### config.mk
export PLATFORM = sky130hd
export DESIGN_NAME = tlpq_ring_ram
export DESIGN_NICKNAME = d
export VERILOG_FILES = /design/src/sv/tlpq_pkg.sv /design/src/sv/tlpq_ring_ram.sv
export SDC_FILE = /design/constraint.sdc
export NUM_CORES = 2
export LEC_CHECK = 0
export BUFFER_PORTS_ARGS = -buffer_cell sky130_fd_sc_hd__buf_2
export CORE_MARGIN = 2
export CORE_UTILIZATION = 53
export CTS_CLUSTER_DIAMETER = 30
export DETAILED_ROUTE_END_ITERATION = 16
export GPL_TIMING_DRIVEN = 0
export PLACE_DENSITY = 0.65
export SYNTH_ARGS = -nofsm -noshare
export SYNTH_HDL_FRONTEND = slang
export SYNTH_SLANG_ARGS = --single-unit
### constraint.sdc
create_clock -name clock -period 11.05 [get_ports clock]
set_input_delay 1.105 -clock clock [delete_from_list [all_inputs] [get_ports clock]]
set_output_delay 1.105 -clock clock [all_outputs]
set_load 0.05 [all_outputs]
### src/sv/tlpq_pkg.sv
package tlpq_pkg;

   localparam int unsigned QueueDepthDefault = 128;
   localparam int unsigned IdBitsDefault     = 16;
   localparam int unsigned PageBitsDefault   = 16;

   typedef enum logic [2:0] {
      OP_ENQUEUE = 3'd0,
      OP_DEQUEUE = 3'd1,
      OP_PEEK    = 3'd2,
      OP_SEARCH  = 3'd3,
      OP_CANCEL  = 3'd4
   } op_type;

   typedef enum logic [1:0] {
      ST_OK        = 2'd0,
      ST_FULL      = 2'd1,
      ST_EMPTY     = 2'd2,
      ST_NOT_FOUND = 2'd3
   } status_type;

   // Control from the sequencer to one ring's storage.
   typedef struct packed {
      logic rd_en;
      logic wr_en;
   } ring_ctl_type;

endpackage

### src/sv/tlpq_ring_ram.sv
module tlpq_ring_ram #(
   parameter int unsigned QUEUE_DEPTH = tlpq_pkg::QueueDepthDefault,
   parameter int unsigned WIDTH       = 32
) (
   input  logic                           clock,
   input  tlpq_pkg::ring_ctl_type         ctl,
   input  logic [$clog2(QUEUE_DEPTH)-1:0] rd_addr,
   input  logic [$clog2(QUEUE_DEPTH)-1:0] wr_addr,
   input  logic [WIDTH-1:0]               wr_data,
   output logic [WIDTH-1:0]               rd_data
);
   import tlpq_pkg::*;

   logic [WIDTH-1:0] mem [QUEUE_DEPTH];

   always_ff @(posedge clock) begin
      if (ctl.wr_en) begin
         mem[wr_addr] <= wr_data;
      end
      if (ctl.rd_en) begin
         rd_data <= mem[rd_addr];
      end
   end

endmodule
# Word-level counts from Yosys, hierarchy flattened
# Memory sizes are Yosys's and may differ from the RTL's. A register that Yosys moved wholly into a read port is not among the register bits.
# Cells that the tools add are included.
[word_totals]
ff_bits = 0
latchBits = 0
ram_bits = 4096
romBits = 0
in_bits = 49
output_inout_bits = 32
memories = 1
[op_classes]
n_addsub = 0
mul = 0
div = 0
magnitude_cmp = 0
n_eq_ne = 0
n_shift = 0
n_mux = 2
bitwise_logic = 0
n_reduce_logical = 0
[memory_table]
columns = ["memory", "words", "width", "rd", "rd_ports_with_merged_regs", "write_ports", "line", "text"]
rows = [
  ["mem", 128, 32, 1, 1, 1, "tlpq_ring_ram.sv:14", "logic [WIDTH-1:0] mem [QUEUE_DEPTH];"],
]
[ops]
columns = ["operator", "count"]
rows = [
  ["1-bit 2-to-1 mux", 2],
]

# Longest topological paths before layout
[depth]
word_depth = 2
depth_mapped = 8
depth_no_buf = 4

# Worst setup path after synthesis
# No wires, ideal clock.
[synth_path]
path_type = "input to register"
from = "input port ctl[0] (netlist bit)"
to = "memory mem[98][0] (enable)"
arrival_ns = 3.883
t_required_ns = 10.589
setup_slack_ns = 6.706
cell_stages = 3
cell_sequence = "clkbuf_1 -> nand4_1 -> nor3_1"
[synth_via]
elab_chain_cells = 2
[synth_lines]
columns = ["item", "line", "text"]
rows = [
  ["start: declaration", "tlpq_ring_ram.sv:6", "input tlpq_pkg::ring_ctl_type ctl,"],
  ["1-bit 2-to-1 mux", "tlpq_ring_ram.sv:17", "if (ctl.wr_en) begin"],
  ["1-bit 2-to-1 mux (not written as such)", "tlpq_ring_ram.sv:18", "mem[wr_addr] <= wr_data;"],
  ["end: declaration", "tlpq_ring_ram.sv:14", ""],
]
# No other way between the ends.

==> results.json <==
{
  "skew_ns": 0.0600,
  "io_pins": 81,
  "synth_common_cells": "edfxtp_1 (4128), mux4_2 (1344), clkbuf_1 (182)",
  "postCtsSetupRepairBufs": 0,
  "routedWlPerCell_um": 35.9,
  "cpPeakStageDelay_ns": 1.12,
  "crit_path_start_kind": "input pin",
  "yosysMostFrequentCell": "edfxtp_1",
  "max_clock_freq_mhz": 200,
  "outcome": "complete, no violations",
  "cp_common_cell": "mux4_2",
  "hold_viol": 0,
  "cts_sinks": 4128,
  "ys_seq_area_frac": 0.792,
  "fillers": 18300,
  "dp_hpwl_mm": 273,
  "multiInputGateArea_sq_um": 32300,
  "p_comb_frac": 0.046,
  "pwr-share-clk": 0.523,
  "yosysTopAreaCellShare": 0.792,
  "syn_area_per_cell_sq_um": 26.1,
  "clk_latency_ns": 1.06,
  "tightest_slew_ns": 1.48,
  "p_sw_mw": 8.82,
  "viasPerCell": 6.38,
  "port_buffers": 69,
  "dr.pass1.iters": 8,
  "start_util": 0.533,
  "fp.dieW_um": 548,
  "ff_latch_area_sq_um": 124000,
  "fin_ws_ns": 6.05,
  "dp_worst_setup_slack_ns": 5.17,
  "final_util": 0.647,
  "finalInstanceArea_sq_um": 190000,
  "finalSetupViolations": 0,
  "fin_crit_ns": 5.00,
  "finalSetupTns_ns": 0,
  "fin_hold_ws_ns": 0.492,
  "synth.distinct_cells": 16,
  "dieHeight_um": 548,
  "path_cells": "clkbuf_1 -> buf_2 -> clkbuf_2 -> buf_1 -> mux4_2 -> mux4_2 -> mux4_2 -> mux2_2",
  "clk_pin_slew_ns": 0.06,
  "final_nets": 6961,
  "gr-usage-all-layers": 0.276,
  "root_buffer": "clkbuf_16",
  "cp_top_family": "buffers and inverters",
  "drv_cap": 0,
  "layout.cells.non_filler": 11500,
  "synth_flop_cell": "edfxtp_1",
  "rows": 199,
  "antenna_found_initial": 68,
  "relSlewSlack": 0.0133,
  "hold_path_class": "input pin to register",
  "path_class": "input pin to register",
  "p_int_mw": 31.4,
  "drtIter0Drc": 9875,
  "areaGrowthSynthToFinish_pct": 21.5,
  "rsz0062_at_grt": "no",
  "ys_ff_latch": 4128,
  "synth_area_leader_cell": "edfxtp_1",
  "cts_tree": "yes",
  "cp-end-kind": "register",
  "synth_cells": 5990,
  "crit_path_top_delay_cell": "buf_1",
  "antenna_left": 0,
  "via_count": 73200,
  "async_flop_share": 0,
  "required_ns": 11.79,
  "cp.arrival_ns": 5.73,
  "cts-resized-gates": 0,
  "drc_errors": 0,
  "syn_nets": 6039,
  "synth.area.top_cells": "edfxtp_1 (79%), mux4_2 (19%), clkbuf_1 (0.44%)",
  "dp.cells": 10200,
  "core-area_sq_um": 294000,
  "cts_hold_buf": 0,
  "power.leakage_nw": 59.8,
  "routed_wl_mm": 412,
  "syn_area_sq_um": 157000,
  "placed_area_sq_um": 167000,
  "drive_gt1_frac": 0.398,
  "pwr-share-seq": 0.431,
  "numCtsBuffers": 655,
  "cts.htree.levels": 6,
  "ys_warn_count": 0,
  "power_mw": 40.2,
  "die_area_sq_um": 300000,
  "p_sw_frac": 0.219,
  "place_congestion": 1.06,
  "grt_max_degree": 97,
  "cp_max_fo": 10,
  "cp_num_buf_inv": 4,
  "grt_pass1_wl_mm": 571,
  "clockBufferDepth": 4,
  "grt_pass1_vias": 73800,
  "timing.final.crit_share": 0.452,
  "grt_overflow": 0,
  "vdd_ir_drop_max_uv": 154,
  "p_per_area_nw_per_um2": 211,
  "synth-edff-count": 4128,
  "slew_violations": 0
}
worst paths after layout:
path	to	startpoint	cells after the start	slack (ns)
setup reg to reg	rd_data[14]	mem[63][14]	4	8.15
hold / removal	mem[69][29]	wr_data[29]	1	0.49
setup / recovery	rd_data[31]	rd_addr[2]	8	6.05
hold reg to reg	rd_data[10]	mem[110][10]	4	1.25
placed cells by master (no fill, tap or decap):
master,instances
inv_8,14
nand2_1,14
clkinv_4,56
clkinv_16,10
buf_12,87
clkbuf_16,658
clkinv_1,66
diode_2,93
buf_6,30
buf_2,118
buf_8,2
nand4_1,3
inv_6,56
clkinvlp_4,74
nor2_4,119
mux4_2,1344
nor2b_1,7
bufinv_16,99
clkinv_2,86
buf_16,74
nand3_1,12
mux2_2,32
buf_1,48
nand2b_1,2
edfxtp_1,4128
clkinv_8,20
buf_4,40
inv_16,15
nor2_1,3
clkbuf_2,27
clkbuf_1,214
nor3_2,9
or3_1,1
worst register-to-register path, cell delays in order, from the launching register on:
cell      delay [ns]
edfxtp_1        0.36
mux4_2          0.51
mux4_2          0.62
mux4_2          0.76
mux2_2          0.40
logic make-up (layout without fill, tap and decap cells):
| group | after synthesis | in the layout | share of synthesized area |
|---|---|---|---|
| and+or+nand+nor | 170 | 170 | 0.00445 |
| muxes | 1376 | 1376 | 0.196 |
| buffers and inverters | 316 | 1794 | 0.00837 |
| DFF | 4128 | 4128 | 0.792 |
| other | 0 | 93 | 0 |
layer usage:
| layer | vias up | wire [um] | track usage |
|---|---|---|---|
| met4 | 14 | 14300 | 0.0957 |
| met3 | 642 | 43900 | 0.0716 |
| met2 | 4108 | 198000 | 0.432 |
| met1 | 39700 | 156000 | 0.382 |
| li1 | 28700 | - | - |
| met5 | - | 92 | 0 |
state kept, by name (all words and copies together) (netlist names):
| signal | cells |
|---|---|
| rd_data | 32 |
| mem | 4096 |
cell type report:
| type | instances | share of cell area |
|---|---|---|
| Clock buffer | 717 | 0.0877 |
| Multi-Input combinational cell | 1546 | 0.170 |
| Antenna cell | 93 | 0.00122 |
| Timing Repair Buffer | 265 | 0.0241 |
| Sequential cell | 4128 | 0.652 |
| Clock inverter | 496 | 0.0330 |
| Tap cell | 3919 | 0.0258 |
| Buffer | 316 | 0.00708 |
power groups by stage:
stage | clock network, mW | registers, mW | logic [mW]
final | 21.0 | 17.4 | 1.85
after global routing | 21.9 | 17.3 | 1.91
after CTS | 21.2 | 17.4 | 1.84
after detailed placement | 0 | 17.7 | 1.83
after global placement | 0 | 17.7 | 1.72
after floorplan | 0 | 17.7 | 0.835
Power figures use the tool's default switching activity.
